### src/rtl/frpr_pkg.sv
`timescale 1ns / 1ps
`default_nettype none

package frpr_pkg;

  localparam int BYTE_W = 8;
  localparam int POS_W  = 6;

  localparam logic [BYTE_W-1:0] START_BYTE_RESET = 8'hFF;

  localparam logic OP_LINK = 1'b0;
  localparam logic OP_READ = 1'b1;

  // Commands from the controller to the datapath.
  typedef struct packed {
    logic link_en;     // process one link byte
    logic emit_empty;  // present the empty result of a read request
    logic read_clear;  // restart the read beat counter
    logic read_beat;   // fetch and present one payload byte
  } ctrl_cmd_t;

  // Status from the datapath to the controller.
  typedef struct packed {
    logic ring_empty;
    logic read_last;
  } dp_status_t;

endpackage

`default_nettype wire

### src/rtl/frpr_ctrl.sv
`timescale 1ns / 1ps
`default_nettype none

module frpr_ctrl (
  input  wire logic               clk_i,
  input  wire logic               rst_ni,
  input  wire logic               start_i,
  input  wire logic               op_i,
  input  frpr_pkg::dp_status_t    status_i,
  output frpr_pkg::ctrl_cmd_t     cmd_o,
  output logic                    busy_o
);
  import frpr_pkg::*;

  localparam logic ST_IDLE = 1'b0;
  localparam logic ST_READ = 1'b1;

  logic state_q;
  logic state_d;

  always_comb begin
    state_d = state_q;
    cmd_o   = '0;
    case (state_q)
      ST_IDLE: begin
        if (start_i) begin
          if (op_i == OP_LINK) begin
            cmd_o.link_en = 1'b1;
          end else if (status_i.ring_empty) begin
            cmd_o.emit_empty = 1'b1;
          end else begin
            cmd_o.read_clear = 1'b1;
            state_d          = ST_READ;
          end
        end
      end
      ST_READ: begin
        cmd_o.read_beat = 1'b1;
        if (status_i.read_last) begin
          state_d = ST_IDLE;
        end
      end
      default: begin
        state_d = ST_IDLE;
      end
    endcase
  end

  always_ff @(posedge clk_i or negedge rst_ni) begin
    if (!rst_ni) begin
      state_q <= ST_IDLE;
    end else begin
      state_q <= state_d;
    end
  end

  assign busy_o = (state_q == ST_READ);

endmodule

`default_nettype wire

### src/rtl/frpr_datapath.sv
`timescale 1ns / 1ps
`default_nettype none

module frpr_datapath #(
  parameter int PAYLOAD_BYTES = 8,
  parameter int RING_SLOTS    = 4
) (
  input  wire logic                      clk_i,
  input  wire logic                      rst_ni,
  input  frpr_pkg::ctrl_cmd_t            cmd_i,
  output frpr_pkg::dp_status_t           status_o,
  input  wire logic [frpr_pkg::BYTE_W-1:0] rx_byte_i,
  input  wire logic                      cfg_we_i,
  input  wire logic [frpr_pkg::BYTE_W-1:0] cfg_wdata_i,
  output logic                           out_strobe_o,
  output logic                           available_o,
  output logic [frpr_pkg::BYTE_W-1:0]    out_byte_o,
  output logic [frpr_pkg::POS_W-1:0]     byte_position_o,
  output logic                           last_o
);
  import frpr_pkg::*;

  localparam int DEPTH  = RING_SLOTS * PAYLOAD_BYTES;
  localparam int SLOT_W = (RING_SLOTS > 1) ? $clog2(RING_SLOTS) : 1;
  localparam int CNT_W  = (PAYLOAD_BYTES > 1) ? $clog2(PAYLOAD_BYTES) : 1;
  localparam int ADDR_W = (DEPTH > 1) ? $clog2(DEPTH) : 1;

  localparam logic [SLOT_W-1:0] SLOT_LAST = SLOT_W'(RING_SLOTS - 1);
  localparam logic [CNT_W-1:0]  CNT_LAST  = CNT_W'(PAYLOAD_BYTES - 1);

  localparam logic [1:0] PH_HUNT    = 2'd0;
  localparam logic [1:0] PH_PAYLOAD = 2'd1;
  localparam logic [1:0] PH_CHECK   = 2'd2;

  function automatic logic [SLOT_W-1:0] next_slot(input logic [SLOT_W-1:0] s);
    next_slot = (s == SLOT_LAST) ? '0 : SLOT_W'(s + 1'b1);
  endfunction

  function automatic logic [ADDR_W-1:0] slot_addr(input logic [SLOT_W-1:0] s,
                                                  input logic [CNT_W-1:0]  c);
    slot_addr = ADDR_W'(ADDR_W'(s) * ADDR_W'(PAYLOAD_BYTES)) + ADDR_W'(c);
  endfunction

  logic [BYTE_W-1:0] start_byte_q;
  logic [1:0]        phase_q, phase_d;
  logic [CNT_W-1:0]  wr_cnt_q, wr_cnt_d;
  logic [BYTE_W-1:0] sum_q, sum_d;
  logic [SLOT_W-1:0] wr_slot_q, wr_slot_d;
  logic [SLOT_W-1:0] rd_last_slot_q, rd_last_slot_d;
  logic [CNT_W-1:0]  rd_cnt_q, rd_cnt_d;
  logic [SLOT_W-1:0] rd_slot;
  logic              mem_we;

  logic [BYTE_W-1:0] mem_q [DEPTH];
  logic [BYTE_W-1:0] rdata_q;

  logic              strobe_q, strobe_d;
  logic              avail_q, avail_d;
  logic [POS_W-1:0]  pos_q, pos_d;
  logic              last_q, last_d;

  assign rd_slot             = next_slot(rd_last_slot_q);
  assign status_o.ring_empty = (rd_slot == wr_slot_q);
  assign status_o.read_last  = (rd_cnt_q == CNT_LAST);

  always_comb begin
    phase_d        = phase_q;
    wr_cnt_d       = wr_cnt_q;
    sum_d          = sum_q;
    wr_slot_d      = wr_slot_q;
    rd_last_slot_d = rd_last_slot_q;
    mem_we         = 1'b0;
    if (cmd_i.link_en) begin
      case (phase_q)
        PH_PAYLOAD: begin
          mem_we   = 1'b1;
          sum_d    = sum_q + rx_byte_i;
          wr_cnt_d = CNT_W'(wr_cnt_q + 1'b1);
          if (wr_cnt_q == CNT_LAST) begin
            phase_d = PH_CHECK;
          end
        end
        PH_CHECK: begin
          // A good checksum commits the slot; a full ring drops its oldest packet.
          if (sum_q == rx_byte_i) begin
            wr_slot_d = next_slot(wr_slot_q);
            if (next_slot(wr_slot_q) == rd_slot) begin
              rd_last_slot_d = rd_slot;
            end
          end
          phase_d = PH_HUNT;
        end
        default: begin
          phase_d = PH_HUNT;
          if (rx_byte_i == start_byte_q) begin
            phase_d  = PH_PAYLOAD;
            wr_cnt_d = '0;
            sum_d    = '0;
          end
        end
      endcase
    end
    if (cmd_i.read_beat && status_o.read_last) begin
      rd_last_slot_d = rd_slot;
    end
  end

  always_comb begin
    rd_cnt_d = rd_cnt_q;
    if (cmd_i.read_clear) begin
      rd_cnt_d = '0;
    end else if (cmd_i.read_beat) begin
      rd_cnt_d = CNT_W'(rd_cnt_q + 1'b1);
    end
  end

  always_comb begin
    strobe_d = 1'b0;
    avail_d  = 1'b0;
    pos_d    = '0;
    last_d   = 1'b0;
    if (cmd_i.emit_empty) begin
      strobe_d = 1'b1;
      last_d   = 1'b1;
    end else if (cmd_i.read_beat) begin
      strobe_d = 1'b1;
      avail_d  = 1'b1;
      pos_d    = POS_W'(rd_cnt_q);
      last_d   = status_o.read_last;
    end
  end

  always_ff @(posedge clk_i or negedge rst_ni) begin
    if (!rst_ni) begin
      start_byte_q   <= START_BYTE_RESET;
      phase_q        <= PH_HUNT;
      wr_cnt_q       <= '0;
      sum_q          <= '0;
      wr_slot_q      <= '0;
      rd_last_slot_q <= SLOT_LAST;
      rd_cnt_q       <= '0;
      strobe_q       <= 1'b0;
      avail_q        <= 1'b0;
      pos_q          <= '0;
      last_q         <= 1'b0;
    end else begin
      if (cfg_we_i) begin
        start_byte_q <= cfg_wdata_i;
      end
      phase_q        <= phase_d;
      wr_cnt_q       <= wr_cnt_d;
      sum_q          <= sum_d;
      wr_slot_q      <= wr_slot_d;
      rd_last_slot_q <= rd_last_slot_d;
      rd_cnt_q       <= rd_cnt_d;
      strobe_q       <= strobe_d;
      avail_q        <= avail_d;
      pos_q          <= pos_d;
      last_q         <= last_d;
    end
  end

  // Packet store with one write and one registered read port.
  always_ff @(posedge clk_i) begin
    if (mem_we) begin
      mem_q[slot_addr(wr_slot_q, wr_cnt_q)] <= rx_byte_i;
    end
    if (cmd_i.read_beat) begin
      rdata_q <= mem_q[slot_addr(rd_slot, rd_cnt_q)];
    end
  end

  assign out_strobe_o    = strobe_q;
  assign available_o     = avail_q;
  assign out_byte_o      = avail_q ? rdata_q : '0;
  assign byte_position_o = pos_q;
  assign last_o          = last_q;

endmodule

`default_nettype wire

### src/rtl/framed_packet_receiver_ring_core.sv
`timescale 1ns / 1ps
`default_nettype none

// Start-byte framed packet receiver with a ring of packet slots. A link byte
// (op 0) is taken with busy low and never produces a result. A read request on
// an empty ring produces its single empty result in the cycle after the
// transfer, with busy staying low. A read request with a packet pending holds
// busy in the read state and streams one payload byte per cycle, the first one
// after the read state is entered and the store read is registered; the rate
// is set by the single read port of the packet store. Results cannot be stalled:
// each one is valid only in the cycle its strobe is high.

module framed_packet_receiver_ring_core #(
  parameter int PAYLOAD_BYTES = 8,
  parameter int RING_SLOTS    = 4
) (
  input  wire logic                        clk_i,
  input  wire logic                        rst_ni,
  input  wire logic                        start_i,
  output logic                             busy_o,
  input  wire logic                        op_i,
  input  wire logic [frpr_pkg::BYTE_W-1:0] rx_byte_i,
  input  wire logic                        cfg_we_i,
  input  wire logic [frpr_pkg::BYTE_W-1:0] cfg_wdata_i,
  output logic                             out_strobe_o,
  output logic                             available_o,
  output logic [frpr_pkg::BYTE_W-1:0]      out_byte_o,
  output logic [frpr_pkg::POS_W-1:0]       byte_position_o,
  output logic                             last_o
);
  import frpr_pkg::*;

  ctrl_cmd_t  cmd;
  dp_status_t status;

  frpr_ctrl u_ctrl (
    .clk_i    (clk_i),
    .rst_ni   (rst_ni),
    .start_i  (start_i),
    .op_i     (op_i),
    .status_i (status),
    .cmd_o    (cmd),
    .busy_o   (busy_o)
  );

  frpr_datapath #(
    .PAYLOAD_BYTES (PAYLOAD_BYTES),
    .RING_SLOTS    (RING_SLOTS)
  ) u_datapath (
    .clk_i           (clk_i),
    .rst_ni          (rst_ni),
    .cmd_i           (cmd),
    .status_o        (status),
    .rx_byte_i       (rx_byte_i),
    .cfg_we_i        (cfg_we_i),
    .cfg_wdata_i     (cfg_wdata_i),
    .out_strobe_o    (out_strobe_o),
    .available_o     (available_o),
    .out_byte_o      (out_byte_o),
    .byte_position_o (byte_position_o),
    .last_o          (last_o)
  );

endmodule

`default_nettype wire

### config.mk
export PLATFORM = sky130hd
export DESIGN_NAME = framed_packet_receiver_ring_core
export DESIGN_NICKNAME = d
export VERILOG_FILES = /design/src/rtl/frpr_pkg.sv /design/src/rtl/frpr_ctrl.sv /design/src/rtl/frpr_datapath.sv /design/src/rtl/framed_packet_receiver_ring_core.sv
export SDC_FILE = /design/constraint.sdc
export NUM_CORES = 1
export LEC_CHECK = 0
export BUFFER_PORTS_ARGS = -buffer_cell sky130_fd_sc_hd__buf_4
export CAP_MARGIN = 20
export CORE_MARGIN = 8
export CORE_UTILIZATION = 60
export CTS_BUF_LIST = sky130_fd_sc_hd__clkbuf_2 sky130_fd_sc_hd__clkbuf_4 sky130_fd_sc_hd__clkbuf_8
export DETAILED_ROUTE_END_ITERATION = 6
export PLACE_DENSITY = 0.77
export SLEW_MARGIN = 30
export SYNTH_ARGS = -nofsm -noshare
export SYNTH_HDL_FRONTEND = slang
export SYNTH_SLANG_ARGS = --single-unit
### constraint.sdc
create_clock -name clk_i -period 5.2 [get_ports clk_i]
set_input_delay 0 -clock clk_i [delete_from_list [all_inputs] [get_ports clk_i]]
set_output_delay 0 -clock clk_i [all_outputs]
set_load 0.1 [all_outputs]
# --- Yosys cells after proc, flatten, opt, wreduce, memory -nomap -nowiden ---
# Memories as Yosys holds them, arrays and structs flattened. A register that Yosys moved wholly into a read port is not among the register bits.
# Index checks and enable logic that the tools add are counted.
totals:
  wordCells: 83
  regBits: 38
  ram_bits: 256
  n_memories: 1
  input_bits: 21
  out_inout_bits: 18
op_classes:
  addsub: 7
  bitwise_logic: 2
  eq_ne: 11
  reduce_logical: 11
  muxes: 39
memory_table:
  columns: ["name", "depth", "width", "rd", "rd_ports_with_merged_regs", "write_ports", "line_no", "rtl"]
  rows:
  - ["u_datapath.mem_q", 32, 8, 1, 1, 1, "frpr_datapath.sv:54", "logic [BYTE_W-1:0] mem_q [DEPTH];"]
op_table:
  columns: ["cell", "count"]
  rows:
  - ["$mux 2", 9]
  - ["$mux 3", 6]
  - ["$mux 1", 17]
  - ["$eq 8x8->1", 2]
  - ["$mux 8", 2]
  - ["$pmux 8 s2", 1]
  - ["$reduce_bool 2->1", 6]
  - ["$add 5x3->5", 2]
  - ["$add 8x8->8", 1]
  - ["$add 3x1->3 const B", 2]
  - ["$eq 2x2->1 const B", 3]
  - ["$eq 3x3->1 const B", 2]
  - ["$mux 6", 1]
  - ["$pmux 3 s2", 1]
  - ["$reduce_and 3->1", 2]
  - ["$add 2x1->2 const B", 2]
  - ["$eq 2x2->1", 2]
  - ["$pmux 2 s2", 1]
  - ["$reduce_and 4->1", 1]
  - ["$eq 2x1->1 const B", 1]
  - ["$ne 2x1->1 const B", 1]
  - ["$not 1->1", 2]
  - ["$pmux 1 s2", 1]
  - ["$reduce_and 2->1", 1]
  - ["$logic_and 1x1->1", 1]

# --- Longest topological paths before layout ---
# Gate-level depths: netlist of the first run.
depth:
  word_depth: 10
  depth_mapped: 7
  mapped_depth_nobuf: 7

# --- By module ---
# A second synthesis of the first run with hierarchy kept.
hier_totals:
  cells_unflattened: 616
  hier_area_um2: 12218.0
modules_own_cells:
  columns: ["mod", "area_per_inst_um2", "cells_per_inst", "instances"]
  rows:
  - ["frpr_datapath", 12130.4, 609, 1]
  - ["frpr_ctrl", 87.6, 7, 1]

# --- Worst setup path before layout of the first run ---
# OpenSTA, ideal clock, no wires.
synth_timing:
  path_type: "register to register"
  start: "register u_ctrl.state_q (netlist: u_ctrl.busy_o)"
  end: "memory u_datapath.mem_q[11][0] (enable)"
  stages_incl_launch_ff: 5
  setup_slack_ps: 2764
  setup_ps: 370
  path_buffers: 0
  arrival_time_ps: 2066
  synth_period_minus_slack_ps: 2436
  cell_sequence: "dfrtp_1 -> nor3b_2 -> and2_1 -> nand2_1 -> nor2_1"
synth_via:
  elab_chain_len: 4
synth_lines:
  columns: ["element", "line_no", "rtl"]
  rows:
  - ["start, declared", "frpr_ctrl.sv:18", "logic state_q;"]
  - ["start signal, assigned", "frpr_ctrl.sv:53", "state_q <= state_d;"]
  - ["$mux 3", "frpr_ctrl.sv:24", "case (state_q)"]
  - ["$mux 1", "frpr_datapath.sv:73", "if (cmd_i.link_en) begin"]
  - ["$mux 1", "frpr_datapath.sv:165", "if (mem_we) begin"]
  - ["$mux 1 (implied by the code)", "frpr_datapath.sv:166", "mem_q[slot_addr(wr_slot_q, wr_cnt_q)] <= rx_byte_i;"]
  - ["end, declared", "frpr_datapath.sv:54", null]
# Every way passes these cells.

# --- Worst setup path in the final report of the first run ---
layout_timing:
  start: "register u_datapath.rd_cnt_q[0]"
  end: "register u_datapath.rdata_q[7], read port of u_datapath.mem_q, data pin"
layout_via:
  elab_chain_len: 1
layout_lines:
  columns: ["element", "line_no", "rtl"]
  rows:
  - ["start, declared", "frpr_datapath.sv:50", "logic [CNT_W-1:0] rd_cnt_q, rd_cnt_d;"]
  - ["start signal, assigned", "frpr_datapath.sv:155", "rd_cnt_q <= rd_cnt_d;"]
  - ["$add 5x3->5", "frpr_datapath.sv:41", "slot_addr = ADDR_W'(ADDR_W'(s) * ADDR_W'(PAYLOAD_BYTES)) + ADDR_W'(c);"]
  - ["end, declared", "frpr_datapath.sv:55", "logic [BYTE_W-1:0] rdata_q;"]
# Every way passes these cells.
# A chain may end at the register's enable or synchronous reset.

==> impl_metrics.csv, run 1 <==
group,metric,value,unit
setup_path,path_cells,"buf_4 > mux4_2 > mux2i_1 > a32o_1 > a221oi_1",
placement,io_buffers,35,
power,static-leakage-power,0.00481,uW
setup_path,critical_path.endpoint_type,"flip-flop",
layout,finalNetCount,776,
timing,timing.max_slew.rel_slack,39.5,%
detailed_routing,drt_pass1_iterations,5,
timing,clock.fmax,334,MHz
power,net_switching_fraction_of_the_power,32.9,%
logic_synthesis,count_of_flip_flops_with_a_built_in_enable_after_synthesis,264,
power,p_sw,2370,uW
clocking,tritoncts_num_sinks,299,
power,power.combinational.fraction,30.3,%
layout,layout-area-overhead-vs-synth,14.1,%
setup_path,crit_path_max_incr_delay,0.97,ns
placement,place.detailed.hpwl,15500,um
timing,finalMaxSlewViolations,0,
floorplan,io_pins,39,
hold_path,worst_hold_path_type,"in -> async",
layout,antenna_cells,0,
layout,post_route_cells_drive_above_1_share,27.0,%
run,max_cap_viol_count,0,
logic_synthesis,async_reset_ff_share,11.7,%
detailed_routing,wl,25000,um
logic_synthesis,synth.yosys.warnings,0,
global_route,number_of_antenna_violations_at_the_first_check_in_global_routing,0,
power,power_per_cell_area,513,nW/um^2
logic_synthesis,ys_seq_area_share,71.7,%
global_route,globalRoute.totalOverflow,0,
detailed_routing,vias,6246,
timing,timing.final.crit_share,57.6,%
detailed_routing,antenna_left,0,
logic_synthesis,yosysUniqueCellTypes,45,
clocking,worstSkewPairLatency,0.55,ns
logic_synthesis,post_synth_instance_area,12300,um^2
setup_path,start_kind,"flip-flop",
timing,rsz_0062_raised_after_global_routing,"false",
detailed_routing,highest_layer,"met4",
setup_path,worst_path_max_delay_cell,"dfrtp_4",
clocking,cts_hold_buf,29,
placement,post-place-ws,2.19,ns
floorplan,die_w,159,um
logic_synthesis,post-synth-top-area-fraction,64.5,%
setup_path,critPathRequiredTime,5.45,ns
global_route,grt_util_all_layers,19.9,%
outcome,run_status,"complete, no violations",
timing,fin_skew,0.0126,ns
floorplan,fp.dieH,159,um
detailed_routing,number_of_violations_reported_at_the_end_of_detailed_routing_iteration_0,532,
global_route,largest_net_degree_at_the_start_of_global_routing,44,
logic_synthesis,yosys-top-cells-area,"edfxtp_1 (65%), mux4_2 (10%), dfrtp_1 (5.1%)",
logic_synthesis,yosys_most_used_dff,"edfxtp_1",
floorplan,rows,52,
clocking,clockRootBuffer,"clkbuf_8",
floorplan,core,20200,um^2
setup_path,cpLargestDelayFamily,"flip-flops",
logic_synthesis,syn-mean-instance-area,19.1,um^2
setup_path,timing.critical_path.fanout_max,43,
detailed_routing,met3RoutedLength,1770,um
detailed_routing,detailroute.wirelength.met2,12200,um
logic_synthesis,synth_cells,645,
clocking,clkTransAtPathRegs,0.06,ns
clocking,cts_inserted_buffers,48,
clocking,clock_path_buffers,3,
timing,max_slew.worst_pin.slew,0.905,ns
layout,layout_common_cells,"edfxtp_1 (264), mux4_2 (55), clkbuf_8 (55), buf_4 (37)",
setup_path,critical_path_class,"reg -> reg",
timing,hold_viol,0,
layout,n_fill_cell,1275,
clocking,cts_resized,0,
global_route,grt_first_pass_wirelength,38500,um
timing,setup-violations-final,0,
detailed_routing,detail_route.drc_violations,0,
detailed_routing,post_detailed_route_wirelength_per_cell,24.0,um
power,ir_worst_vdd,0.315,mV
logic_synthesis,yosys.area.top_type,"edfxtp_1",
timing,worst_setup_slack_after_layout,2.20,ns
timing,finalSetupTns,0,ns
timing,final.min_clock_period,3.00,ns
power,clock_power_share,28.3,%
detailed_routing,avgViaCountPerCell,6.01,
setup_path,cp_num_buf_inv,1,
power,cellInternalPower,4830,uW
detailed_routing,drt-met1-wl,10400,um
power,share_seq_of_total_power,41.4,%
global_route,grt_pass1_vias,6576,
logic_synthesis,ys_seq_elements,299,
setup_path,worst_path_arrival,3.25,ns
placement,gp_congestion,0.875,
clocking,cts.repair_timing.setup_buffer_count,0,
floorplan,dieArea,25300,um^2
clocking,cts_tree,"done",
layout,final_common_cell,"edfxtp_1",
floorplan,initial_core_util,60.9,%
clocking,ctsHtreeMaxLevel,2,
[flip-flops by register name (all words and copies together) (netlist names), 2 cells and up]
name,cells
u_datapath.byte_position_o,3
u_datapath.phase_q,2
u_datapath.rd_last_slot_q,2
u_datapath.start_byte_q,8
u_datapath.sum_q,8
u_datapath.rd_cnt_q,3
u_datapath.rdata_q,8
u_datapath.mem_q,256
u_datapath.wr_slot_q,2
u_datapath.wr_cnt_q,3
[cell usage after synthesis, drive strengths merged (3+ instances only)]
| master | instances |
|---|---|
| dfrtp | 25 |
| a21oi | 8 |
| xor2 | 4 |
| mux4 | 64 |
| o21bai | 4 |
| nor2b | 3 |
| o22ai | 3 |
| nand4 | 3 |
| o21ai | 11 |
| nand3 | 8 |
| nand2 | 35 |
| mux2i | 25 |
| xnor2 | 15 |
| edfxtp | 264 |
| a32o | 8 |
| nor2 | 36 |
| a211oi | 3 |
| and2 | 13 |
| ha | 21 |
| a221oi | 8 |
| buf | 26 |
| inv | 16 |
| clkbuf | 4 |
| mux2 | 13 |
| dfstp | 10 |
[layout make-up]
type / instances / area, um^2 / area share [%]
multi-input combinational: 302 / 3220 / 23.0
timing repair buffer: 66 / 578 / 4.12
sequential: 299 / 8820 / 62.9
inverter: 16 / 60.1 / 0.428
tap: 270 / 338 / 2.41
clock inverter: 15 / 116 / 0.830
clock buffer: 72 / 885 / 6.31
[final timing paths]
kind / from / end / slack (ns) / depth (start not counted)
max: u_datapath.rd_cnt_q[0] / u_datapath.rdata_q[7] / 2.20 / 5
min: rst_ni / u_datapath.start_byte_q[7] / 0.07 / 2
max reg2reg: u_datapath.rd_cnt_q[0] / u_datapath.rdata_q[7] / 2.20 / 5
min reg2reg: u_datapath.phase_q[0] / u_datapath.phase_q[0] / 0.52 / 2
max in group asynchronous: rst_ni / u_datapath.rd_cnt_q[0] / 4.95 / 3
min in group clk_i: cfg_we_i / u_datapath.start_byte_q[2] / 0.33 / 3
[power by group through the flow]
| stage | clock (uW) | sequential (uW) | combinational [uW] |
|---|---|---|---|
| after floorplan | 0 | 3010 | 1670 |
| after global placement | 0 | 3030 | 2130 |
| after detailed placement | 0 | 3030 | 2150 |
| after CTS | 2070 | 2990 | 2180 |
| after global routing | 2170 | 3010 | 2290 |
| final | 2040 | 2980 | 2180 |
[routing by layer]
layer,vias up,GRT usage [%]
li1,2750,-
met1,3208,26.5
met2,246,32.4
met3,42,4.37
met4,0,6.35
met5,-,0
[stage by stage]
step	area [um^2]	total power (uW)	util [%]	hold slack, ns	instances
finish	14000	7190	69.5	0.0732	1040
global route	14000	7470	69.5	0.0758	1040
CTS	14000	7240	69.5	0.0117	1040
detailed placement	12700	5190	63.1	-0.0199	924
global placement	12700	5160	63.0	-0.0306	924
floorplan	12300	4680	-	-0.296	647
[cells by family after synthesis]
kind of cell / share of synthesized area, %
DFF: 71.7
and+or+nand+nor: 3.80
muxes: 15.2
AOI/OAI and AO/OA: 3.42
buffers and inverters: 2.14
adders and majority gates: 2.30
xor gates and xnor gates: 1.35
other: 0.0305
No activity file was read; power rests on OpenSTA's default activity.
==> run 2, diff against run 1 <==
CORE_UTILIZATION = 58   (was 60)
PLACE_DENSITY = 0.78   (was 0.77)
clock period = 2.6 ns   (was 5.2 ns; I/O delays follow)
==> impl_metrics.csv, run 2 (same netlist as run 1, synthesis figures left out) <==
group,metric,value,unit
outcome,run_status,"complete, no violations",
detailed_routing,detail_route.drc_violations,0,
layout,top_register,"u_datapath.mem_q",
setup_path,worstSetupEndpoint,"u_datapath.rdata_q[4]",
layout,antenna_cells,0,
detailed_routing,wl,27100,um
layout,final_common_cell,"edfxtp_1",
layout,multi_input_comb_area,3220,um^2
floorplan,die_w,162,um
clocking,tritoncts_num_sinks,299,
power,ir_worst_vdd,0.647,mV
detailed_routing,drt_pass1_iterations,5,
timing,finalMaxSlewViolations,0,
detailed_routing,vias,6547,
setup_path,path_cells,"ha_1 > or2_2 > buf_4 > mux2i_1 > a221oi_2",
placement,gp_congestion,0.805,
global_route,number_of_antenna_violations_at_the_first_check_in_global_routing,0,
global_route,largest_net_degree_at_the_start_of_global_routing,37,
layout,layout-area-overhead-vs-synth,16.1,%
detailed_routing,post_detailed_route_wirelength_per_cell,25.1,um
floorplan,io_pins,39,
hold_path,worst_hold_path_type,"in -> async",
setup_path,worst_path_max_delay_cell,"dfstp_2",
setup_path,critPathRequiredTime,2.87,ns
run,max_cap_viol_count,0,
setup_path,timing.critical_path.fanout_max,18,
power,static-leakage-power,0.00498,uW
detailed_routing,number_of_violations_reported_at_the_end_of_detailed_routing_iteration_0,568,
timing,max_slew.worst_pin.slew,0.921,ns
placement,place.detailed.hpwl,16900,um
clocking,cts_resized,0,
clocking,ctsHtreeMaxLevel,2,
layout,finalNetCount,819,
layout,n_fill_cell,1344,
power,design_power_total,14200,uW
setup_path,r2r_setup_slack,0.05,ns
timing,final.min_clock_period,2.55,ns
setup_path,source_of_the_worst_register_to_register_timing_path,"u_datapath.rd_last_slot_q[0]",
layout,layout_common_cells,"edfxtp_1 (264), buf_4 (79), mux4_2 (55), clkbuf_8 (48)",
clocking,cts_tree,"done",
clocking,clock_path_buffers,3,
timing,hold_viol,0,
setup_path,rr_endpoint,"u_datapath.rdata_q[4]",
floorplan,core,20900,um^2
clocking,worstSkewPairLatency,0.56,ns
timing,finalSetupTns,0,ns
clocking,clkTransAtPathRegs,0.07,ns
setup_path,critical_path.endpoint_type,"flip-flop",
floorplan,rows,53,
floorplan,initial_core_util,58.8,%
floorplan,dieArea,26100,um^2
detailed_routing,antenna_left,0,
clocking,clockRootBuffer,"clkbuf_8",
clocking,cts.repair_timing.setup_buffer_count,0,
timing,clock.fmax,392,MHz
setup_path,worst_path_arrival,2.82,ns
global_route,grt_pass1_vias,6897,
setup_path,crit_path_max_incr_delay,0.57,ns
global_route,grt_first_pass_wirelength,41300,um
timing,setup-violations-final,0,
timing,timing.final.crit_share,98.0,%
layout,seq_area,8820,um^2
layout,post_route_cells_drive_above_1_share,30.0,%
global_route,globalRoute.totalOverflow,0,
layout,largest_register_ffs,256,
clocking,cts_inserted_buffers,47,
setup_path,path_depth_of_the_worst_reg2reg_path,5,
detailed_routing,avgViaCountPerCell,6.05,
power,power_per_cell_area,998,nW/um^2
clocking,cts_hold_buf,26,
setup_path,cp-startpoint,"u_datapath.rd_last_slot_q[0]",
timing,rsz_0062_raised_after_global_routing,"false",
global_route,grt_util_all_layers,21.2,%
floorplan,fp.dieH,162,um
timing,timing.max_slew.rel_slack,38.5,%
timing,fin_skew,0.0137,ns
setup_path,critical_path_class,"reg -> reg",
placement,io_buffers,35,
setup_path,start_kind,"flip-flop",
[run 2: stage by stage]
stage	area (um^2)	cells	hold WS (ns)	utilization [%]	setup WS [ns]
4_1_cts	14300	1082	0.00392	68.3	0.0558
6_report	14300	1082	0.0275	68.3	0.0522
3_5_place_dp	13100	976	-0.0182	62.9	0.0824
2_1_floorplan	12300	647	-0.296	-	0.164
5_1_grt	14300	1082	0.0211	68.3	0.0140
3_3_place_gp	13100	976	-0.0305	62.9	0.117
[run 2: area by class of cell]
type                    instances  area share, %
flip-flops and latches        299           61.8
multi-input cells             302           22.6
repair buffers                110           6.75
clock buffers                  59           5.21
well taps                     275           2.41
clock inverters                21          0.850
inverters                      16          0.421
[run 2: metal layers]
metal  global-route usage, %  vias up  wire [um]
met2                    35.7      300      13700
met1                    27.3     3357      10700
met5                       0        -          0
li1                        -     2834          -
met4                    7.24        0        718
met3                    4.07       56       2010
[run 2: worst min-delay path by stage]
| stage | to | start | cells past startpoint | slack (ns) |
|---|---|---|---|---|
| 6_report | u_datapath.start_byte_q[2] | rst_ni | 2 | 0.03 |
| 5_1_grt | u_datapath.mem_q[23][3] | rx_byte_i[3] | 2 | 0.02 |
| 4_1_cts | u_datapath.sum_q[3] | rx_byte_i[3] | 5 | 0.004 |
| 3_5_place_dp | u_datapath.last_o | rst_ni | 1 | -0.02 |
| 3_3_place_gp | u_datapath.last_o | rst_ni | 1 | -0.03 |
| 2_1_floorplan | u_ctrl.busy_o | rst_ni | 0 | -0.30 |
[run 2: power breakdown]
group | leakage [uW] | internal (uW) | switching, uW
logic | 0.00177 | 1920 | 2900
clock network | 0.000459 | 1970 | 1730
registers | 0.00275 | 5510 | 212
[run 2: worst max-delay path, delay by kind of cell (launching register included)]
family,cells,cell delay (ns)
flip-flops,1,0.57
multiplexers,1,0.48
adder cells (fa/ha/maj),1,0.21
AO/OA/AOI/OAI,1,0.13
AND/OR/NAND/NOR,1,0.46
buffers and inverters,1,0.41
